**src/sv/prx_pkg.sv**
```systemverilog
// Shared types and constants for the printable run extractor.
// Used by prx_ctrl, prx_datapath, the top level and the checker.
package prx_pkg;

  localparam int unsigned PendingDepth = 63;
  localparam int unsigned OffsetBits   = 32;
  localparam int unsigned PtrW         = $clog2(PendingDepth);
  localparam int unsigned CntW         = $clog2(PendingDepth + 1);
  localparam int unsigned SumW         = CntW + 1;

  localparam logic [7:0] CharTab     = 8'h09;
  localparam logic [7:0] CharSpace   = 8'h20;
  localparam logic [7:0] CharVisLow  = 8'h21;
  localparam logic [7:0] CharTilde   = 8'h7E;
  localparam logic [5:0] MinLengthReset = 6'd4;

  typedef struct packed {
    logic [7:0] data_byte;
    logic       stream_end;
  } in_req_t;

  typedef struct packed {
    logic [7:0]  char_out;
    logic [31:0] run_offset;
    logic        last_of_run;
    logic        truncated;
  } out_req_t;

  typedef enum logic [2:0] {
    S_IDLE,
    S_STEP,
    S_EMIT_HELD,
    S_DRAIN_RD,
    S_DRAIN_OUT,
    S_FINISH,
    S_EMIT_LAST
  } state_e;

  typedef struct packed {
    logic in_run;
    logic run_end;
    logic qualified;
    logic held_valid;
    logic qualify_now;
    logic drain_multi;
    logic drain_more;
    logic out_free;
  } status_t;

  typedef struct packed {
    logic accept;
    logic push;
    logic hold;
    logic emit_held;
    logic emit_last;
    logic clear_run;
    logic drain_rd;
    logic drain_out;
  } cmd_t;

endpackage

```
**src/sv/printable_run_extractor_unit.sv**
```systemverilog
// Printable run extractor: finds runs of printable bytes or tab in a byte stream.
// Request channel: in_valid_i / in_stall_o carry one in_req_t (byte, stream_end).
// A request is taken at a rising edge with in_valid_i high and in_stall_o low.
// Result channel: out_valid_o / out_stall_i carry one out_req_t per reported byte.
// Configuration: cfg_we_i writes cfg_wdata_i into min_length (reset 4); write
// it only while the block is idle.
// One request at a time: a byte that reports nothing passes through the step
// and finish states, a byte passed through also visits the held-byte emit state,
// and a byte that qualifies a run of N buffered bytes adds a read and an output
// state for each of the N-1 bytes read through the pending buffer's single
// registered read port. A byte that ends a reported run adds a last-result state.
// Results leave through a one-entry output register; a stall on the result side
// holds that register and the sequencer waits at its next result, while the
// request side stays stalled until the current byte is done.
// Reset clears all run state, the stream offset and the output valid flag; the
// pending buffer needs no clearing since only written entries are read.
module printable_run_extractor_unit (
  input  logic              clk_i,
  input  logic              rst_ni,
  input  logic              cfg_we_i,
  input  logic [5:0]        cfg_wdata_i,
  input  logic              in_valid_i,
  output logic              in_stall_o,
  input  prx_pkg::in_req_t  in_req_i,
  output logic              out_valid_o,
  input  logic              out_stall_i,
  output prx_pkg::out_req_t out_req_o
);

  prx_pkg::cmd_t    cmd;
  prx_pkg::status_t status;

  prx_ctrl u_ctrl (
    .clk_i      (clk_i),
    .rst_ni     (rst_ni),
    .in_valid_i (in_valid_i),
    .in_stall_o (in_stall_o),
    .status_i   (status),
    .cmd_o      (cmd)
  );

  prx_datapath u_datapath (
    .clk_i       (clk_i),
    .rst_ni      (rst_ni),
    .cfg_we_i    (cfg_we_i),
    .cfg_wdata_i (cfg_wdata_i),
    .in_req_i    (in_req_i),
    .out_valid_o (out_valid_o),
    .out_stall_i (out_stall_i),
    .out_req_o   (out_req_o),
    .cmd_i       (cmd),
    .status_o    (status)
  );

endmodule

```
**src/sv/prx_ctrl.sv**
```systemverilog
// Sequencer of the printable run extractor: steps one request at a time.
// Depends on prx_pkg; drives commands into prx_datapath.
module prx_ctrl (
  input  logic             clk_i,
  input  logic             rst_ni,
  input  logic             in_valid_i,
  output logic             in_stall_o,
  input  prx_pkg::status_t status_i,
  output prx_pkg::cmd_t    cmd_o
);

  prx_pkg::state_e state_q, state_d;

  always_ff @(posedge clk_i or negedge rst_ni) begin
    if (!rst_ni) begin
      state_q <= prx_pkg::S_IDLE;
    end else begin
      state_q <= state_d;
    end
  end

  always_comb begin
    state_d    = state_q;
    cmd_o      = '0;
    in_stall_o = (state_q != prx_pkg::S_IDLE);
    case (state_q)
      prx_pkg::S_IDLE: begin
        if (in_valid_i) begin
          cmd_o.accept = 1'b1;
          state_d      = prx_pkg::S_STEP;
        end
      end
      prx_pkg::S_STEP: begin
        state_d = prx_pkg::S_FINISH;
        if (status_i.in_run) begin
          if (status_i.qualified) begin
            if (status_i.held_valid) begin
              state_d = prx_pkg::S_EMIT_HELD;
            end else begin
              cmd_o.hold = 1'b1;
            end
          end else begin
            cmd_o.push = 1'b1;
            if (status_i.qualify_now && status_i.drain_multi) begin
              state_d = prx_pkg::S_DRAIN_RD;
            end
          end
        end
      end
      prx_pkg::S_EMIT_HELD: begin
        if (status_i.out_free) begin
          cmd_o.emit_held = 1'b1;
          cmd_o.hold      = 1'b1;
          state_d         = prx_pkg::S_FINISH;
        end
      end
      prx_pkg::S_DRAIN_RD: begin
        cmd_o.drain_rd = 1'b1;
        state_d        = prx_pkg::S_DRAIN_OUT;
      end
      prx_pkg::S_DRAIN_OUT: begin
        if (status_i.out_free) begin
          cmd_o.drain_out = 1'b1;
          state_d = status_i.drain_more ? prx_pkg::S_DRAIN_RD : prx_pkg::S_FINISH;
        end
      end
      prx_pkg::S_FINISH: begin
        state_d = prx_pkg::S_IDLE;
        if (status_i.run_end) begin
          if (status_i.qualified && status_i.held_valid) begin
            state_d = prx_pkg::S_EMIT_LAST;
          end else begin
            cmd_o.clear_run = 1'b1;
          end
        end
      end
      prx_pkg::S_EMIT_LAST: begin
        if (status_i.out_free) begin
          cmd_o.emit_last = 1'b1;
          state_d         = prx_pkg::S_IDLE;
        end
      end
      default: begin
        state_d = prx_pkg::S_IDLE;
      end
    endcase
  end

endmodule

```
**src/sv/prx_datapath.sv**
```systemverilog
// Datapath of the printable run extractor: pending ring buffer, run state,
// offset counters and output register. Depends on prx_pkg; driven by prx_ctrl.
module prx_datapath (
  input  logic              clk_i,
  input  logic              rst_ni,
  input  logic              cfg_we_i,
  input  logic [5:0]        cfg_wdata_i,
  input  prx_pkg::in_req_t  in_req_i,
  output logic              out_valid_o,
  input  logic              out_stall_i,
  output prx_pkg::out_req_t out_req_o,
  input  prx_pkg::cmd_t     cmd_i,
  output prx_pkg::status_t  status_o
);

  logic [7:0] pend_mem [prx_pkg::PendingDepth];

  logic [prx_pkg::CntW-1:0]       count_q, count_d;
  logic [prx_pkg::PtrW-1:0]       head_q, head_d;
  logic [prx_pkg::CntW-1:0]       left_q, left_d;
  logic                           qual_q, qual_d;
  logic                           seen_q, seen_d;
  logic                           held_valid_q, held_valid_d;
  logic [7:0]                     held_q, held_d;
  logic                           dropped_q, dropped_d;
  logic [prx_pkg::OffsetBits-1:0] start_q, start_d;
  logic [prx_pkg::OffsetBits-1:0] pos_q, pos_d;
  logic [5:0]                     min_len_q, min_len_d;
  logic                           out_valid_q, out_valid_d;

  logic [7:0]        byte_q;
  logic              end_q;
  logic [7:0]        rdata_q;
  prx_pkg::out_req_t out_q, out_d;

  logic [prx_pkg::CntW-1:0] thr;
  logic [prx_pkg::SumW-1:0] tail_sum;
  logic [prx_pkg::SumW-1:0] tail_wrap;
  logic [prx_pkg::PtrW-1:0] tail;
  logic [prx_pkg::PtrW-1:0] head_inc;
  logic                     full;
  logic [prx_pkg::CntW-1:0] count_new;
  logic                     in_run;
  logic                     visible;
  logic                     seen_new;
  logic                     qualify_now;
  logic                     emit;
  logic [7:0]               emit_char;

  always_comb begin
    thr = prx_pkg::CntW'(min_len_q);
    if (min_len_q == 6'd0) begin
      thr = prx_pkg::CntW'(1);
    end else if (int'(min_len_q) > prx_pkg::PendingDepth) begin
      thr = prx_pkg::CntW'(prx_pkg::PendingDepth);
    end
  end

  assign tail_sum  = prx_pkg::SumW'(head_q) + prx_pkg::SumW'(count_q);
  assign tail_wrap = (tail_sum >= prx_pkg::SumW'(prx_pkg::PendingDepth))
                     ? tail_sum - prx_pkg::SumW'(prx_pkg::PendingDepth) : tail_sum;
  assign tail      = tail_wrap[prx_pkg::PtrW-1:0];
  assign head_inc  = (head_q == prx_pkg::PtrW'(prx_pkg::PendingDepth - 1))
                     ? '0 : head_q + 1'b1;

  assign full        = (count_q == prx_pkg::CntW'(prx_pkg::PendingDepth));
  assign count_new   = full ? count_q : count_q + 1'b1;
  assign in_run      = ((byte_q >= prx_pkg::CharSpace) && (byte_q <= prx_pkg::CharTilde))
                       || (byte_q == prx_pkg::CharTab);
  assign visible     = (byte_q >= prx_pkg::CharVisLow) && (byte_q <= prx_pkg::CharTilde);
  assign seen_new    = seen_q | visible;
  assign qualify_now = (count_new >= thr) && seen_new;

  assign status_o.in_run      = in_run;
  assign status_o.run_end     = !in_run || end_q;
  assign status_o.qualified   = qual_q;
  assign status_o.held_valid  = held_valid_q;
  assign status_o.qualify_now = qualify_now;
  assign status_o.drain_multi = (count_new > prx_pkg::CntW'(1));
  assign status_o.drain_more  = (left_q != '0);
  assign status_o.out_free    = !out_valid_q || !out_stall_i;

  assign emit      = cmd_i.emit_held | cmd_i.emit_last | cmd_i.drain_out;
  assign emit_char = cmd_i.drain_out ? rdata_q : held_q;

  always_comb begin
    count_d      = count_q;
    head_d       = head_q;
    left_d       = left_q;
    qual_d       = qual_q;
    seen_d       = seen_q;
    held_valid_d = held_valid_q;
    held_d       = held_q;
    dropped_d    = dropped_q;
    start_d      = start_q;
    pos_d        = pos_q;
    min_len_d    = min_len_q;
    out_valid_d  = out_valid_q;
    out_d        = out_q;

    if (cfg_we_i) begin
      min_len_d = cfg_wdata_i;
    end

    if (cmd_i.accept) begin
      if ((count_q == '0) && !qual_q) begin
        start_d = pos_q;
      end
      pos_d = in_req_i.stream_end ? '0 : pos_q + 1'b1;
    end

    if (cmd_i.push) begin
      count_d = count_new;
      seen_d  = seen_new;
      if (full) begin
        head_d    = head_inc;
        dropped_d = 1'b1;
      end
      if (qualify_now) begin
        qual_d       = 1'b1;
        held_d       = byte_q;
        held_valid_d = 1'b1;
        left_d       = count_new - 1'b1;
        count_d      = '0;
      end
    end

    if (cmd_i.hold) begin
      held_d       = byte_q;
      held_valid_d = 1'b1;
    end

    if (cmd_i.drain_rd) begin
      head_d = head_inc;
      left_d = left_q - 1'b1;
    end

    if (out_valid_q && !out_stall_i) begin
      out_valid_d = 1'b0;
    end
    if (emit) begin
      out_valid_d       = 1'b1;
      out_d.char_out    = emit_char;
      out_d.run_offset  = 32'(start_q);
      out_d.last_of_run = cmd_i.emit_last;
      out_d.truncated   = dropped_q;
    end

    if (cmd_i.clear_run || cmd_i.emit_last) begin
      count_d      = '0;
      qual_d       = 1'b0;
      seen_d       = 1'b0;
      held_valid_d = 1'b0;
      held_d       = '0;
      dropped_d    = 1'b0;
    end
  end

  always_ff @(posedge clk_i or negedge rst_ni) begin
    if (!rst_ni) begin
      count_q      <= '0;
      head_q       <= '0;
      left_q       <= '0;
      qual_q       <= 1'b0;
      seen_q       <= 1'b0;
      held_valid_q <= 1'b0;
      held_q       <= '0;
      dropped_q    <= 1'b0;
      start_q      <= '0;
      pos_q        <= '0;
      min_len_q    <= prx_pkg::MinLengthReset;
      out_valid_q  <= 1'b0;
    end else begin
      count_q      <= count_d;
      head_q       <= head_d;
      left_q       <= left_d;
      qual_q       <= qual_d;
      seen_q       <= seen_d;
      held_valid_q <= held_valid_d;
      held_q       <= held_d;
      dropped_q    <= dropped_d;
      start_q      <= start_d;
      pos_q        <= pos_d;
      min_len_q    <= min_len_d;
      out_valid_q  <= out_valid_d;
    end
  end

  always_ff @(posedge clk_i) begin
    if (cmd_i.accept) begin
      byte_q <= in_req_i.data_byte;
      end_q  <= in_req_i.stream_end;
    end
    if (cmd_i.push) begin
      pend_mem[tail] <= byte_q;
    end
    if (cmd_i.drain_rd) begin
      rdata_q <= pend_mem[head_q];
    end
    out_q <= out_d;
  end

  assign out_valid_o = out_valid_q;
  assign out_req_o   = out_q;

endmodule

```
**config.mk**
```make
export PLATFORM = sky130hd
export DESIGN_NAME = printable_run_extractor_unit
export DESIGN_NICKNAME = d
export VERILOG_FILES = /design/src/sv/prx_pkg.sv /design/src/sv/printable_run_extractor_unit.sv /design/src/sv/prx_ctrl.sv /design/src/sv/prx_datapath.sv
export SDC_FILE = /design/constraint.sdc
export NUM_CORES = 1
export LEC_CHECK = 0
export BUFFER_PORTS_ARGS = -buffer_cell sky130_fd_sc_hd__buf_4
export CAP_MARGIN = 25
export CORE_MARGIN = 4
export CORE_UTILIZATION = 56
export CTS_CLUSTER_DIAMETER = 80
export DETAILED_ROUTE_END_ITERATION = 10
export PLACE_DENSITY = 0.73
export SLEW_MARGIN = 10
export SYNTH_ARGS = -nofsm -noshare
export SYNTH_HDL_FRONTEND = slang
export SYNTH_HIERARCHICAL = 1
export SYNTH_SLANG_ARGS = --single-unit
```
**constraint.sdc**
```tcl
create_clock -name clk_i -period 5.37 [get_ports clk_i]
set_input_delay 0.2685 -clock clk_i [delete_from_list [all_inputs] [get_ports clk_i]]
set_output_delay 0.2685 -clock clk_i [all_outputs]
set_load 0.01 [all_outputs]
```
## Word-level counts from Yosys, hierarchy flattened

Memories as Yosys holds them, arrays and structs flattened. A register that Yosys moved wholly into a read port is not among the register bits.
Index checks and enable logic that the tools add are counted.

| word-level totals | value |
|---|---|
| register bits | 155 |
| memory bits (writable) | 504 |
| bits of input ports | 20 |
| output and inout bits | 44 |
| word-level logic and storage cells | 147 |
| memories kept | 1 |

| operators by class | value |
|---|---|
| add/subtract/negate cells | 7 |
| order comparisons | 6 |
| eq/ne operators | 13 |
| muxes and demuxes | 62 |
| bitwise logic cells | 3 |
| reductions and logical operators | 36 |

Memories:

| memory | depth | bits a word | read ports | clocked after memory_dff | write ports | RTL line | text |
|---|---|---|---|---|---|---|---|
| u_datapath.pend_mem | 63 | 8 | 1 | 1 | 1 | prx_datapath.sv:16 | `logic [7:0] pend_mem [prx_pkg::PendingDepth];` |

Operator list:

| cell | count |
|---|---|
| $mux 6 | 13 |
| $mux 8 | 5 |
| $mux 3 | 11 |
| $add 32x1->32 const B | 1 |
| $mux 32 | 1 |
| $mux 1 | 28 |
| $pmux 3 s7 | 1 |
| $ge 8x6->1 const B | 2 |
| $reduce_bool 2->1 | 7 |
| $add 6x1->6 const B | 2 |
| $eq 6x6->1 const B | 2 |
| $logic_not 6->1 | 2 |
| $reduce_and 2->1 | 6 |
| $sub 6x1->6 const B | 2 |
| $eq 3x3->1 const B | 3 |
| $reduce_bool 3->1 | 3 |
| $eq 8x4->1 const B | 1 |
| $le 8x7->1 const B | 1 |
| $ne 2x2->1 const B | 4 |
| $add 6x6->7 | 1 |
| $ge 7x6->1 const B | 1 |
| $logic_and 1x1->1 | 7 |
| $eq 3x2->1 const B | 2 |
| $ge 6x6->1 | 1 |
| other kinds (11) | 20 |

## Depth between registers and ports, before layout

| depth | value |
|---|---|
| depth in word-level cells | 10 |
| gate-level depth with buffers | 15 |
| gate-level depth less buffers | 14 |

## By module

The synthesis kept the hierarchy.

Modules (own cells, without submodules):

| module | times used | cells an instance | area an instance (µm²) | seq. area each (µm²) |
|---|---|---|---|---|
| prx_datapath | 1 | 1565 | 27256.1 | 19434.9 |
| prx_ctrl | 1 | 44 | 310.3 | 75.1 |

## Worst setup path before layout

Ideal clock, no wire load.

| timing | value |
|---|---|
| kind | reg-to-reg |
| start | register u_datapath/head_q[1] in the netlist's numbering |
| end | memory u_datapath.pend_mem[35][0], enable pin |
| library setup time | 0.383 ns |
| arrival time | 3.613 ns |
| data required time | 4.987 ns |
| setup slack | 1.373 ns |
| cell stages (with the launch flop) | 12 |
| buffers on the path | 2 |
| period minus slack after synthesis | 3.997 ns |
| cells stage by stage | dfrtp_1 clkbuf_1 clkbuf_1 inv_1 fa_1 xnor2_1 nand2_1 nor3_1 nor2_1 nor4_2 nand2_1 nor3_1 |

| between the ends | value |
|---|---|
| word-level cells in the longest chain between the ends | 3 |
| elaborated cells on any way between the ends | 4 |
| those cells by class | add/sub: 2; order compare: 1; mux: 1 |

RTL lines:

| item | RTL line | text |
|---|---|---|
| start, declared | prx_datapath.sv:19 | `logic [prx_pkg::PtrW-1:0] head_q, head_d;` |
| start signal, assigned | prx_datapath.sv:162 | `head_q <= '0;` |
| start signal, assigned | prx_datapath.sv:175 | `head_q <= head_d;` |
| $add 6x6->7 (*) | prx_datapath.sv:59 | `assign tail_sum = prx_pkg::SumW'(head_q) + prx_pkg::SumW'(count_q);` |
| $sub 6x6->6 or $ge 7x6->1 (tied branches) | prx_datapath.sv:61, prx_datapath.sv:60 |  |
| $mux 6 (*) | prx_datapath.sv:61 | `? tail_sum - prx_pkg::SumW'(prx_pkg::PendingDepth) : tail_sum;` |
| end, declared | prx_datapath.sv:16 |  |

Every way passes the cells marked *; elsewhere a longest branch is shown, timed or not.

## Final worst setup path

| timing | value |
|---|---|
| start | register u_datapath/head_q[0] in the netlist's numbering |
| end | memory u_datapath.pend_mem[54][3], enable pin |

Same word-level chain as after synthesis.

==> qor.yml <==
hp-start: "in_valid_i"
reg2regPathDepth: 10
cts_tree: "yes"
period_share_pct: 87.1
rows: 81
gp_congestion: 0.884
slew_headroom_pct: 32.0
initial_core_util_pct: 56.4
power_density_mw_per_mm2: 483
outcome: "finished clean"
wl_mm: 62.7
holdBufCountCts: 28
grt_pass1_vias: 15400
syn-num-nets: 1651
r2r_slack_ps: 690
cts_max_path_buffers: 3
power_leakage_nw: 10.8
fin_crit_ps: 4680
synth-seq-area-share_pct: 70.8
yosys_warnings: 6
final_hold_viol_count: 0
drtIter0Drc: 1742
place.detailed.hpwl_mm: 38.6
synth.avg_cell_area_sq_um: 17.1
synth_area_sq_mm: 0.0276
tightest_slew_ps: 1020
ant_nets: 0
required_ps: 5580
clk_pin_slew_ps: 60
antenna_cells: 0
cts_made_buffers: 69
synthToLayoutAreaGrowth_pct: 14.2
nFillCells: 3315
cp_max_fo: 20
finalClockSkew_ps: 23.7
antenna_found_initial: 1
synth.distinct_cells: 77
fp.coreArea_sq_mm: 0.0488
avgRoutedWirePerCell_microns: 25.3
crit_path_start_kind: "register"
cap_violations: 0
endpoint_kind: "register"
num_vias: 15400
min_path_type: "in2reg"
cts.sinks: 667
die_x_microns: 230
grt_max_degree: 68
netlist_instances: 1609
worstReg2RegEnd: "u_datapath/pend_mem[54][3]"
fmax_mhz: 214
grt-ovfl-total: 0
htree_levels: 3
max-vdd-ir-drop_uv: 259
multiInputGateArea_sq_mm: 0.00759
min_path_cells: 5
rsz0062_at_grt: "no"
cts_setup_buffers: 0
synth_edf_count: 563
drv_slew: 0
regArea_sq_mm: 0.0195
root_buffer: "clkbuf_16"
async_reset_ff_share_pct: 15.6
crit_arrival_ps: 4890
power.total_mw: 15.2
die-area_sq_mm: 0.0528
nets: 1799
ctsResizeCount: 0
critPathKind: "reg2reg"
whs_endpoint: "u_ctrl/state_q[0]"
synth-seq-cells: 667
pin_count: 64
layout-drive-gt1-share_pct: 24.1
die_h_microns: 230
setup_tns_ps: 0
synth_ff_type: "edfxtp_1"
setup_viol: 0
grt_usage_pct: 24.0
port_buffers: 63
first_pass_iters: 5
clock_latency_ps: 600
vias_per_cell: 6.21
r2r_start: "u_datapath/head_q[0]"
grt_pass1_wl_mm: 96.5
drc: 0
-- cells in the mapped netlist, types with 5 or more instances --
cell,number,area share [%]
and2_1,13,0.30
mux4_2,144,12
inv_1,31,0.42
xor2_1,17,0.54
nor2_1,115,1.6
buf_4,6,0.16
and4_1,7,0.22
dfrtp_1,103,9.4
o22ai_1,5,0.11
a21oi_1,45,0.82
nand3_1,36,0.65
buf_1,5,0.068
nand2b_1,8,0.18
nor3b_1,5,0.14
ha_1,21,0.95
mux2_2,39,1.6
a211oi_1,28,0.76
nor2b_1,15,0.34
o21ai_0,62,1.1
mux2i_1,22,0.80
clkbuf_1,45,0.61
or3_1,12,0.27
a22o_1,7,0.22
and3_1,6,0.14
edfxtp_1,563,61
nand2_1,98,1.3
xnor2_1,20,0.64
nor3_1,22,0.40
buf_2,20,0.36
a21o_1,5,0.14
-- power by group --
group | total [mW] | internal (mW) | switching (mW)
logic | 4.24 | 1.80 | 2.44
clock network | 4.53 | 2.61 | 1.92
registers | 6.44 | 6.17 | 0.269
total | 15.2 | 10.6 | 4.63
-- flip-flops by register name, indices dropped and copies added (netlist names) --
register / flops
u_datapath/head_q: 6
u_datapath/pend_mem: 504
u_datapath/byte_q: 8
u_datapath/pos_q: 32
u_datapath/min_len_q: 6
u_datapath/start_q: 32
u_datapath/held_valid_q: 1
u_ctrl/state_q: 3
u_datapath/dropped_q: 1
u_datapath/out_req_o: 42
u_datapath/qual_q: 1
u_datapath/end_q: 1
u_datapath/out_valid_o: 1
u_datapath/left_q: 6
u_datapath/count_q: 6
u_datapath/rdata_q: 8
u_datapath/held_q: 8
u_datapath/seen_q: 1
-- final cells by class --
class,count,share of cell area (%)
inverter,32,0.382
clock inverter,38,0.954
clock buffer,86,5.89
timing repair buffer,156,4.00
multi-input combinational,831,24.1
tap,664,2.64
sequential,667,62.0
-- cells in the final DEF (no fill, tap or decap), types with 8 or more instances in the layout --
cell / Yosys / layout
a21oi_1: 45 / 45
mux2i_1: 22 / 22
a211oi_1: 28 / 28
nand3_1: 36 / 35
buf_4: 6 / 126
mux2_2: 39 / 39
xor2_1: 17 / 17
dlygate4sd3_1: 0 / 28
nand2_1: 98 / 98
clkinv_2: 0 / 13
mux4_2: 144 / 144
xnor2_1: 20 / 20
dfrtp_1: 103 / 100
ha_1: 21 / 21
o21ai_0: 62 / 62
and2_1: 13 / 13
inv_1: 31 / 31
or3_1: 12 / 11
edfxtp_1: 563 / 563
nor2_1: 115 / 114
clkbuf_1: 45 / 13
nor3_1: 22 / 22
clkinv_1: 0 / 12
nor2b_1: 15 / 15
nand2b_1: 8 / 8
clkbuf_16: 0 / 71
-- cells by family (layout without fill, tap and decap cells) --
group,Yosys count,after routing,synth area share [%]
DFF,667,667,70.8
and+or+nand+nor,367,367,6.50
muxes,205,205,14.2
AOI/OAI and AO/OA,200,200,4.61
buffers and inverters,111,312,1.77
xor gates and xnor gates,37,37,1.18
adders and majority gates,22,22,1.03
-- through the flow --
| step | utilization (%) | area (sq um) | std cells | hold slack, ps | setup WS (ps) |
|---|---|---|---|---|---|
| final | 64.4 | 31500 | 2474 | 292 | 690 |
| after global placement | 59.4 | 29000 | 2319 | 428 | 867 |
| after detailed placement | 59.4 | 29000 | 2321 | 429 | 832 |
| after CTS | 64.4 | 31400 | 2473 | 241 | 812 |
| after global routing | 64.4 | 31500 | 2474 | 325 | 415 |
| after floorplan | - | 27600 | 1609 | -27.1 | 1370 |
-- how the worst max path moves through the flow --
stage	startpoint	endpoint	slack, ps
2_1_floorplan	u_datapath/head_q[1]	u_datapath/pend_mem[35][0]	1370
3_3_place_gp	u_datapath/head_q[0]	u_datapath/pend_mem[26][6]	870
3_5_place_dp	u_datapath/head_q[0]	u_datapath/pend_mem[44][7]	830
4_1_cts	u_datapath/head_q[0]	u_datapath/pend_mem[54][0]	810
5_1_grt	u_datapath/head_q[0]	u_datapath/pend_mem[54][3]	410
6_report	u_datapath/head_q[0]	u_datapath/pend_mem[54][3]	690
-- layer usage --
layer | track usage [%] | routed length [microns]
met2 | 38.5 | 30600
met3 | 4.34 | 4970
met1 | 34.3 | 25500
met4 | 7.35 | 1620
met5 | 0 | 0
-- worst max-delay path, stage by stage, from the launching register on --
cell and delay, ps:
dfrtp_4 660, ha_1 270, inv_1 60, fa_1 430, xnor2_1 610, nand2_1 180, nor3_1 490, nand3_1 270
a31oi_1 460, nand2_1 170, nor2_1 680
No activity file was read; power rests on OpenSTA's default activity.
